--- src/hw/rtl/assert_macros.svh ---
// Assertion macros shared by the converter RTL
`ifndef ASSERT_MACROS_SVH
`define ASSERT_MACROS_SVH

// Same-cycle implication, checked outside reset
`define YRGB_ASSERT_IMP(lbl, clk, rstn, ante, cons, msg) \
    lbl: assert property (@(posedge clk) disable iff (!(rstn)) (ante) |-> (cons)) \
        else $error(msg);

// Next-cycle implication, checked outside reset
`define YRGB_ASSERT_NXT(lbl, clk, rstn, ante, cons, msg) \
    lbl: assert property (@(posedge clk) disable iff (!(rstn)) (ante) |=> (cons)) \
        else $error(msg);

`endif

--- src/hw/rtl/yuyv2rgb_pkg.sv ---
// Types, constants and helpers for the YUYV to RGB888 converter
package yuyv2rgb_pkg;

    localparam int DEF_FRAC_BITS = 16;

    // Coefficients in millionths, turned into fixed point at elaboration
    localparam longint unsigned KR_MICRO  = 64'd1370705;
    localparam longint unsigned KGV_MICRO = 64'd698001;
    localparam longint unsigned KGU_MICRO = 64'd337633;
    localparam longint unsigned KB_MICRO  = 64'd1732446;
    localparam longint unsigned MICRO_ONE = 64'd1000000;
    localparam longint unsigned MICRO_HALF = 64'd500000;

    // Configuration register map
    localparam int CFG_ADDR_W = 3;
    localparam logic [CFG_ADDR_W-1:0] REG_ORDER_ADDR = 3'd0;

    localparam logic [7:0] DIM_NUM = 8'd220;

    typedef struct packed {
        logic [7:0] luma_first;
        logic [7:0] chroma_blue;
        logic [7:0] luma_second;
        logic [7:0] chroma_red;
        logic       last_word;
    } in_beat_t;

    typedef struct packed {
        logic [7:0] first_byte_a;
        logic [7:0] first_byte_b;
        logic [7:0] first_byte_c;
        logic [7:0] second_byte_a;
        logic [7:0] second_byte_b;
        logic [7:0] second_byte_c;
        logic       frame_end;
    } out_beat_t;

    typedef struct packed {
        logic [7:0] r;
        logic [7:0] g;
        logic [7:0] b;
    } rgb_t;

    // floor(x * 220 / 256)
    function automatic logic [7:0] dim_byte(input logic [7:0] x);
        logic [15:0] prod;
        prod = 16'(x) * 16'(DIM_NUM);
        return prod[15:8];
    endfunction

endpackage

--- src/hw/rtl/yuyv2rgb_chroma.sv ---
// Shared chroma stage: centers U/V and forms the four coefficient products
module yuyv2rgb_chroma
    import yuyv2rgb_pkg::*;
#(
    parameter int FRAC_BITS = DEF_FRAC_BITS,
    parameter int P_W       = FRAC_BITS + 11
) (
    input  logic                  aclk,
    input  logic                  load,
    input  in_beat_t              beat_in,
    output logic signed [P_W-1:0] prod_r_reg,
    output logic signed [P_W-1:0] prod_gv_reg,
    output logic signed [P_W-1:0] prod_gu_reg,
    output logic signed [P_W-1:0] prod_b_reg,
    output logic [7:0]            luma0_reg,
    output logic [7:0]            luma1_reg,
    output logic                  last_reg
);

    localparam longint unsigned KR  = ((KR_MICRO  << FRAC_BITS) + MICRO_HALF) / MICRO_ONE;
    localparam longint unsigned KGV = ((KGV_MICRO << FRAC_BITS) + MICRO_HALF) / MICRO_ONE;
    localparam longint unsigned KGU = ((KGU_MICRO << FRAC_BITS) + MICRO_HALF) / MICRO_ONE;
    localparam longint unsigned KB  = ((KB_MICRO  << FRAC_BITS) + MICRO_HALF) / MICRO_ONE;

    localparam logic signed [P_W-1:0] KR_S  = P_W'(KR);
    localparam logic signed [P_W-1:0] KGV_S = P_W'(KGV);
    localparam logic signed [P_W-1:0] KGU_S = P_W'(KGU);
    localparam logic signed [P_W-1:0] KB_S  = P_W'(KB);

    logic signed [8:0]     du;
    logic signed [8:0]     dv;
    logic signed [P_W-1:0] prod_r_next;
    logic signed [P_W-1:0] prod_gv_next;
    logic signed [P_W-1:0] prod_gu_next;
    logic signed [P_W-1:0] prod_b_next;

    // c - 128 as a 9-bit signed value: flip the top bit
    assign du = $signed({~beat_in.chroma_blue[7], ~beat_in.chroma_blue[7],
                         beat_in.chroma_blue[6:0]});
    assign dv = $signed({~beat_in.chroma_red[7], ~beat_in.chroma_red[7],
                         beat_in.chroma_red[6:0]});

    assign prod_r_next  = KR_S  * P_W'(dv);
    assign prod_gv_next = KGV_S * P_W'(dv);
    assign prod_gu_next = KGU_S * P_W'(du);
    assign prod_b_next  = KB_S  * P_W'(du);

    always_ff @(posedge aclk) begin
        if (load) begin
            prod_r_reg  <= prod_r_next;
            prod_gv_reg <= prod_gv_next;
            prod_gu_reg <= prod_gu_next;
            prod_b_reg  <= prod_b_next;
            luma0_reg   <= beat_in.luma_first;
            luma1_reg   <= beat_in.luma_second;
            last_reg    <= beat_in.last_word;
        end
    end

endmodule

--- src/hw/rtl/yuyv2rgb_lane.sv ---
// One pixel lane: adds luma to the chroma terms and clamps each channel to a byte
module yuyv2rgb_lane
    import yuyv2rgb_pkg::*;
#(
    parameter int FRAC_BITS = DEF_FRAC_BITS,
    parameter int P_W       = FRAC_BITS + 11
) (
    input  logic                  aclk,
    input  logic                  load,
    input  logic [7:0]            luma,
    input  logic signed [P_W-1:0] prod_r,
    input  logic signed [P_W-1:0] prod_gv,
    input  logic signed [P_W-1:0] prod_gu,
    input  logic signed [P_W-1:0] prod_b,
    output rgb_t                  pix_reg
);

    logic signed [P_W-1:0] base;
    logic signed [P_W-1:0] acc_r;
    logic signed [P_W-1:0] acc_g;
    logic signed [P_W-1:0] acc_b;
    rgb_t                  pix_next;

    // Negative sums truncate to zero or below, so the sign alone clamps low
    function automatic logic [7:0] clamp_byte(input logic signed [P_W-1:0] acc);
        logic [7:0] res;
        if (acc[P_W-1]) begin
            res = 8'd0;
        end else if (|acc[P_W-2:FRAC_BITS+8]) begin
            res = 8'd255;
        end else begin
            res = acc[FRAC_BITS+7:FRAC_BITS];
        end
        return res;
    endfunction

    assign base  = $signed({{(P_W-8-FRAC_BITS){1'b0}}, luma, {FRAC_BITS{1'b0}}});
    assign acc_r = base + prod_r;
    assign acc_g = base - prod_gv - prod_gu;
    assign acc_b = base + prod_b;

    assign pix_next.r = clamp_byte(acc_r);
    assign pix_next.g = clamp_byte(acc_g);
    assign pix_next.b = clamp_byte(acc_b);

    always_ff @(posedge aclk) begin
        if (load) begin
            pix_reg <= pix_next;
        end
    end

endmodule

--- src/hw/rtl/yuyv2rgb_merge.sv ---
// Merge stage: dims both pixels, applies byte order and holds the output beat
module yuyv2rgb_merge
    import yuyv2rgb_pkg::*;
(
    input  logic      aclk,
    input  logic      load,
    input  logic      order_bgr,
    input  rgb_t      pix0,
    input  rgb_t      pix1,
    input  logic      last,
    output out_beat_t beat_reg
);

    out_beat_t beat_next;
    rgb_t      dim0;
    rgb_t      dim1;

    always_comb begin
        dim0.r = dim_byte(pix0.r);
        dim0.g = dim_byte(pix0.g);
        dim0.b = dim_byte(pix0.b);
        dim1.r = dim_byte(pix1.r);
        dim1.g = dim_byte(pix1.g);
        dim1.b = dim_byte(pix1.b);

        beat_next.first_byte_a  = order_bgr ? dim0.b : dim0.r;
        beat_next.first_byte_b  = dim0.g;
        beat_next.first_byte_c  = order_bgr ? dim0.r : dim0.b;
        beat_next.second_byte_a = order_bgr ? dim1.b : dim1.r;
        beat_next.second_byte_b = dim1.g;
        beat_next.second_byte_c = order_bgr ? dim1.r : dim1.b;
        beat_next.frame_end     = last;
    end

    always_ff @(posedge aclk) begin
        if (load) begin
            beat_reg <= beat_next;
        end
    end

endmodule

--- src/hw/rtl/yuyv_to_rgb888_converter.sv ---
// YUYV 4:2:2 to RGB888 converter, top level with pipeline control and APB register
// Takes one YUYV word per beat and returns two dimmed 24-bit pixels per beat. The
// pipeline has three register stages (chroma products, two pixel lanes, output
// merge), which a beat passes through in order from s_ to m_, and one beat
// is accepted every cycle while m_ready is high. A stall on m_ready holds the
// stages; empty stages still fill, so up to three beats are in flight. s_ready
// follows m_ready combinationally through the stage occupancy. The byte order
// register (offset 0x0, bit 0: 0 = R,G,B, 1 = B,G,R) is applied at the merge
// stage and should be changed only while the pipeline is empty.
`include "assert_macros.svh"

module yuyv_to_rgb888_converter
    import yuyv2rgb_pkg::*;
#(
    parameter int FRAC_BITS = DEF_FRAC_BITS
) (
    input  logic                  aclk,
    input  logic                  aresetn,
    // input beats
    input  logic                  s_valid,
    output logic                  s_ready,
    input  in_beat_t              s_data,
    // output beats
    output logic                  m_valid,
    input  logic                  m_ready,
    output out_beat_t             m_data,
    // configuration
    input  logic                  psel,
    input  logic                  penable,
    input  logic                  pwrite,
    input  logic [CFG_ADDR_W-1:0] paddr,
    input  logic [31:0]           pwdata,
    output logic [31:0]           prdata,
    output logic                  pready
);

    localparam int P_W = FRAC_BITS + 11;

    logic v1_reg;
    logic v1_next;
    logic v2_reg;
    logic v2_next;
    logic v3_reg;
    logic v3_next;
    logic ready1;
    logic ready2;
    logic ready3;
    logic order_bgr_reg;
    logic order_bgr_next;
    logic last2_reg;

    logic signed [P_W-1:0] prod_r;
    logic signed [P_W-1:0] prod_gv;
    logic signed [P_W-1:0] prod_gu;
    logic signed [P_W-1:0] prod_b;
    logic [7:0]            luma0;
    logic [7:0]            luma1;
    logic                  last1;
    rgb_t                  pix0;
    rgb_t                  pix1;

    // Stage enables: a stage loads when it is empty or its content moves on
    assign ready3  = !v3_reg || m_ready;
    assign ready2  = !v2_reg || ready3;
    assign ready1  = !v1_reg || ready2;
    assign s_ready = ready1;

    assign v1_next = ready1 ? s_valid : v1_reg;
    assign v2_next = ready2 ? v1_reg  : v2_reg;
    assign v3_next = ready3 ? v2_reg  : v3_reg;

    always_ff @(posedge aclk) begin
        if (!aresetn) begin
            v1_reg <= 1'b0;
            v2_reg <= 1'b0;
            v3_reg <= 1'b0;
        end else begin
            v1_reg <= v1_next;
            v2_reg <= v2_next;
            v3_reg <= v3_next;
        end
    end

    assign m_valid = v3_reg;

    // Configuration register
    assign pready = 1'b1;
    assign order_bgr_next = (psel && penable && pwrite && paddr == REG_ORDER_ADDR)
                          ? pwdata[0] : order_bgr_reg;
    assign prdata = (paddr == REG_ORDER_ADDR) ? {31'd0, order_bgr_reg} : 32'd0;

    always_ff @(posedge aclk) begin
        if (!aresetn) begin
            order_bgr_reg <= 1'b0;
        end else begin
            order_bgr_reg <= order_bgr_next;
        end
    end

    yuyv2rgb_chroma #(
        .FRAC_BITS (FRAC_BITS),
        .P_W       (P_W)
    ) u_chroma (
        .aclk        (aclk),
        .load        (ready1),
        .beat_in     (s_data),
        .prod_r_reg  (prod_r),
        .prod_gv_reg (prod_gv),
        .prod_gu_reg (prod_gu),
        .prod_b_reg  (prod_b),
        .luma0_reg   (luma0),
        .luma1_reg   (luma1),
        .last_reg    (last1)
    );

    yuyv2rgb_lane #(
        .FRAC_BITS (FRAC_BITS),
        .P_W       (P_W)
    ) u_lane0 (
        .aclk    (aclk),
        .load    (ready2),
        .luma    (luma0),
        .prod_r  (prod_r),
        .prod_gv (prod_gv),
        .prod_gu (prod_gu),
        .prod_b  (prod_b),
        .pix_reg (pix0)
    );

    yuyv2rgb_lane #(
        .FRAC_BITS (FRAC_BITS),
        .P_W       (P_W)
    ) u_lane1 (
        .aclk    (aclk),
        .load    (ready2),
        .luma    (luma1),
        .prod_r  (prod_r),
        .prod_gv (prod_gv),
        .prod_gu (prod_gu),
        .prod_b  (prod_b),
        .pix_reg (pix1)
    );

    always_ff @(posedge aclk) begin
        if (ready2) begin
            last2_reg <= last1;
        end
    end

    yuyv2rgb_merge u_merge (
        .aclk      (aclk),
        .load      (ready3),
        .order_bgr (order_bgr_reg),
        .pix0      (pix0),
        .pix1      (pix1),
        .last      (last2_reg),
        .beat_reg  (m_data)
    );

    `YRGB_ASSERT_NXT(a_accept_fills_s1, aclk, aresetn, s_valid && s_ready, v1_reg, "accepted beat did not reach stage 1")
    `YRGB_ASSERT_NXT(a_s1_holds, aclk, aresetn, v1_reg && !ready2, v1_reg, "stage 1 beat lost during stall")
    `YRGB_ASSERT_NXT(a_s2_holds, aclk, aresetn, v2_reg && !ready3, v2_reg && $stable(last2_reg), "stage 2 beat changed during stall")

endmodule

--- config.mk ---
export PLATFORM = sky130hd
export DESIGN_NAME = yuyv_to_rgb888_converter
export DESIGN_NICKNAME = d
export VERILOG_FILES = /design/src/hw/rtl/yuyv2rgb_pkg.sv /design/src/hw/rtl/yuyv2rgb_chroma.sv /design/src/hw/rtl/yuyv2rgb_lane.sv /design/src/hw/rtl/yuyv2rgb_merge.sv /design/src/hw/rtl/yuyv_to_rgb888_converter.sv
export VERILOG_INCLUDE_DIRS = /design/src /design/src/hw/rtl
export SDC_FILE = /design/constraint.sdc
export NUM_CORES = 1
export LEC_CHECK = 0
export BUFFER_PORTS_ARGS = -buffer_cell sky130_fd_sc_hd__buf_2
export CAP_MARGIN = 20
export CORE_MARGIN = 2
export CORE_UTILIZATION = 61
export CTS_BUF_LIST = sky130_fd_sc_hd__clkbuf_8
export DETAILED_ROUTE_END_ITERATION = 16
export GPL_TIMING_DRIVEN = 0
export PLACE_DENSITY = 0.8
export SYNTH_ARGS = -nofsm -noshare
export SYNTH_HDL_FRONTEND = slang
export SYNTH_HIERARCHICAL = 1
export SYNTH_SLANG_ARGS = --single-unit
--- constraint.sdc ---
create_clock -name aclk -period 5.8 [get_ports aclk]
set_input_delay 0.58 -clock aclk [delete_from_list [all_inputs] [get_ports aclk]]
set_output_delay 0.58 -clock aclk [all_outputs]
set_load 0.02 [all_outputs]
# Word level (Yosys, flattened, before mapping)
# Index checks and enable logic that the tools add are counted.
[op_classes] muxes=11 n_addsub=8 n_reduce_logical=16 bitwise=2 n_mul=10
[op_table] operator="adder 25 x 27 -> 27 bit" count=4
[op_table] operator="multiplier 8 x 6 -> 14 bit, second input constant" count=6
[op_table] operator="two-way mux 8 bit" count=10
[op_table] operator="subtractor 25 x 27 -> 27 bit" count=2
[op_table] operator="subtractor 27 bit" count=2
[op_table] operator="multiplier 18 x 8 -> 26 bit, first input constant" count=1
[op_table] operator="multiplier 17 x 8 -> 25 bit, first input constant" count=1
[op_table] operator="multiplier 16 x 8 -> 24 bit, first input constant" count=1
[op_table] operator="multiplier 13 x 8 -> 21 bit, first input constant" count=1
[op_table] operator="OR reduction 2 bit" count=6
[op_table] operator="logical AND 1 bit" count=3
[op_table] operator="logical NOT 1 bit" count=3
[op_table] operator="logical NOT 3 bit" count=1
[op_table] operator="logical OR 1 bit" count=3
[op_table] operator="inverter 1 bit" count=2
[op_table] operator="two-way mux 1 bit" count=1
[word_totals] word_cells=72 inputBits=75 reg_bits=222 output_inout_bits=84

# Logic depth before layout (Yosys ltp)
[depth] depth_word=4 ltp_mapped=18 depth_no_buf=18

# Modules after synthesis
# The synthesis kept the hierarchy.
[modules_own_cells] module="yuyv2rgb_chroma" area_each_um2=11572.3 cells_each=1058 instances=1 seq_area_each_um2=3303.2
[modules_own_cells] module="yuyv2rgb_merge" area_each_um2=7788.7 cells_each=759 instances=1 seq_area_each_um2=1471.4
[modules_own_cells] module="yuyv2rgb_lane (u_lane0)" area_each_um2=3037.9 cells_each=334 instances=1 seq_area_each_um2=720.7
[modules_own_cells] module="yuyv2rgb_lane (u_lane1)" area_each_um2=3022.9 cells_each=330 instances=1 seq_area_each_um2=720.7
[modules_own_cells] module="yuyv_to_rgb888_converter" area_each_um2=455.4 cells_each=54 instances=1 seq_area_each_um2=110.1

# Least setup slack after synthesis
# OpenSTA, ideal clock, no wires.
[synth_timing] path_type="in2reg" from="input s_data[1] in the netlist's numbering" to="register u_chroma.prod_r_reg[19], data pin" path_buffers=0 path_stages=18 required_time_ps=5542 setup_ps=258 arrival_time_ps=4527 path_slack_ps=1014 path_cell_list="inv_1 ha_1 inv_1 fa_1 inv_1 fa_1 inv_1 fa_1 inv_1 ha_1 and3_2 a221o_1 a31oi_2 a21oi_2 a21o_1 a21o_1 a21oi_2 xnor2_1"
[synth_between] elab_chain_cells=1
[synth_rtl] item="from (decl)" line="yuyv_to_rgb888_converter.sv:22" source="input in_beat_t s_data,"
[synth_rtl] item="multiplier 18 x 8 -> 26 bit" line="yuyv2rgb_chroma.sv:43" source="assign prod_r_next = KR_S * P_W'(dv);"
[synth_rtl] item="net u_chroma.prod_r_next[19]" line="yuyv2rgb_chroma.sv:32" source="logic signed [P_W-1:0] prod_r_next;"
[synth_rtl] item="to (signal assigned)" line="yuyv2rgb_chroma.sv:50" source="prod_r_reg <= prod_r_next;"
[synth_rtl] item="to (decl)" line="yuyv2rgb_chroma.sv:11" source="output logic signed [P_W-1:0] prod_r_reg,"
# The timed path passes the listed nets, and every way through them passes these cells.
# A chain may end at the register's enable or synchronous reset.

# Final worst setup path
[layout_timing] from="input s_data[23] in the netlist's numbering" to="register u_chroma.prod_gu_reg[22], data pin"
[layout_between] elab_chain_cells=1
[layout_rtl] item="multiplier 16 x 8 -> 24 bit" line="yuyv2rgb_chroma.sv:45" source="assign prod_gu_next = KGU_S * P_W'(du);"
[layout_rtl] item="net u_chroma.prod_gu_next[22]" line="yuyv2rgb_chroma.sv:34" source="logic signed [P_W-1:0] prod_gu_next;"
[layout_rtl] item="to (signal assigned)" line="yuyv2rgb_chroma.sv:52" source="prod_gu_reg <= prod_gu_next;"
[layout_rtl] item="to (decl)" line="yuyv2rgb_chroma.sv:13" source="output logic signed [P_W-1:0] prod_gu_reg,"
# The timed path passes the listed nets, and every way through them passes these cells.

==> flow_metrics.py <==
metrics = {
    "global_route": {
        "overflow": 0,
        "antenna_found_initial": 0,
        "grt_use_total_pct": 25.1,
        "grt_pass1_vias": 18400,
        "grt_start_max_net_pins": 44,
        "grt_pass1_wl_mm": 85.2,
    },
    "clock_tree": {
        "path_clk_slew_ps": 110,
        "cts_buffer_depth": 2,
        "cts_tree": "yes",
        "numCtsBuffers": 17,
        "ctsHoldBuffers": 0,
        "clk-insertion-delay-late_ps": 510,
        "cts_resized": 0,
        "postCtsSetupRepairBufs": 0,
        "cts.sinks": 184,
        "htreeDepth": 4,
        "root_buffer": "clkbuf_8",
    },
    "worst_setup_path": {
        "critPathBufInv": 5,
        "slowest_delay_ps": 550,
        "timing.rr.end": "u_merge/beat_reg[16]",
        "timing.rr.start": "u_lane1/pix_reg[12]",
        "cp_top_family": "adder cells",
        "cp-end-kind": "flop",
        "worstPathRequired_ps": 6050,
        "path_max_fanout": 7,
        "startpoint_type": "input pin",
        "path_class": "in -> reg",
        "crit_chain": "buf_2 > inv_1 > fa_1 > inv_1 > fa_1 > fa_1 > inv_1 > fa_1 > inv_1 > ha_1 > a21o_1 > a21o_1 > nor3_1 > a21oi_1 > a211oi_1 > o21ai_0 > xor2_1",
        "arrival_ps": 5330,
        "reg2reg_setup_slack_ps": 1370,
        "rr_worst_depth": 12,
        "cp_slowest_cell": "fa_1",
    },
    "floorplan": {
        "start_util_pct": 62.2,
        "die_h_um": 206,
        "die_width_um": 206,
        "dieArea_um2": 42300,
        "io_pins": 159,
        "placementRows": 73,
        "core_area_um2": 39900,
    },
    "cells_and_area": {
        "final_cell_mix": "inv_1 (604), ha_1 (479), fa_1 (228)",
        "largest_register_ff_count": 49,
        "fin_nets": 3406,
        "layout-drive-gt1-share_pct": 9.59,
        "final_common_cell": "inv_1",
        "area_delta_synth_final_pct": 7.04,
        "n_antenna_cell": 0,
    },
    "min_path": {
        "hold_class": "in -> reg",
        "holdPathStages": 1,
        "holdPathEnd": "u_chroma/luma0_reg[4]",
        "hp-start": "s_data[29]",
    },
    "timing": {
        "tns_ps": 0,
        "maxClockFrequency_ghz": 0.197,
        "worstMarginPinSlew_ps": 655,
        "min_period_ps": 5080,
        "period_share_pct": 87.6,
        "slew_headroom_pct": 56.4,
        "finClkSkew_ps": 18.3,
        "slew_viol_final": 0,
        "grt_setup_unrepaired": "false",
        "setup_viol": 0,
        "hold_viol_final": 0,
    },
    "detailed_routing": {
        "drt_iter0_drc": 770,
        "vias": 17300,
        "drc": 0,
        "routed_wl_mm": 50.3,
        "dr.pass1.iters": 5,
        "avgRoutedWirePerCell_um": 15.9,
        "ant_nets": 0,
        "via_per_inst": 5.47,
    },
    "place": {
        "place_congestion": 0.909,
        "hpwl_mm": 42.8,
        "numPortBuffers": 95,
    },
    "run_status": {
        "status": "complete, no violations",
    },
    "yosys": {
        "synthCells": 2474,
        "avgSynthCellArea_um2": 10.0,
        "ys_warn_count": 6,
        "syn_area_um2": 24800,
    },
    "run": {
        "maxCapViolCount": 0,
    },
}
stage by stage:
step	setup WS (ps)	cell area [um^2]	std cells	hold WS (ps)	util, %
floorplan	1070	24900	2507	400	-
global placement	370	26100	3127	409	65.3
detailed placement	237	26200	3130	412	65.5
CTS	769	26600	3162	192	66.5
global route	397	26600	3162	197	66.5
finish	721	26600	3162	236	66.5
layer usage:
| layer | part of all wire [%] | vias up | track usage [%] | routed length [um] |
|---|---|---|---|---|
| met5 | 0 | - | 0 | 0 |
| met4 | 3.1 | 0 | 9.20 | 1550 |
| met3 | 3.8 | 89 | 3.77 | 1910 |
| met2 | 52 | 358 | 46.3 | 26200 |
| met1 | 41 | 8392 | 29.3 | 20600 |
| li1 | - | 8460 | - | - |
how the worst max path moves through the flow:
stage	from	endpoint	cells after the start
after global placement	s_data[23]	u_chroma/prod_gu_reg[22]	17
after CTS	s_data[18]	u_chroma/prod_gu_reg[22]	17
after detailed placement	s_data[23]	u_chroma/prod_gu_reg[22]	17
after floorplan	s_data[23]	u_chroma/prod_gu_reg[22]	16
after global routing	s_data[18]	u_chroma/prod_gu_reg[22]	17
final	s_data[23]	u_chroma/prod_gu_reg[22]	17
area by class of cell:
type                            count  area [um^2]
Clock inverter                     14          160
Timing Repair Buffer               98          543
Tap cell                          525          657
Multi-Input combinational cell   1666        16800
Buffer                             52          368
Inverter                          605         2270
Sequential cell                   184         5490
Fill cell                        3014        13400
Clock buffer                       18          248
Power is not shown: default switching activity piles up to over one toggle a cycle in this logic, so the estimate is an artifact.
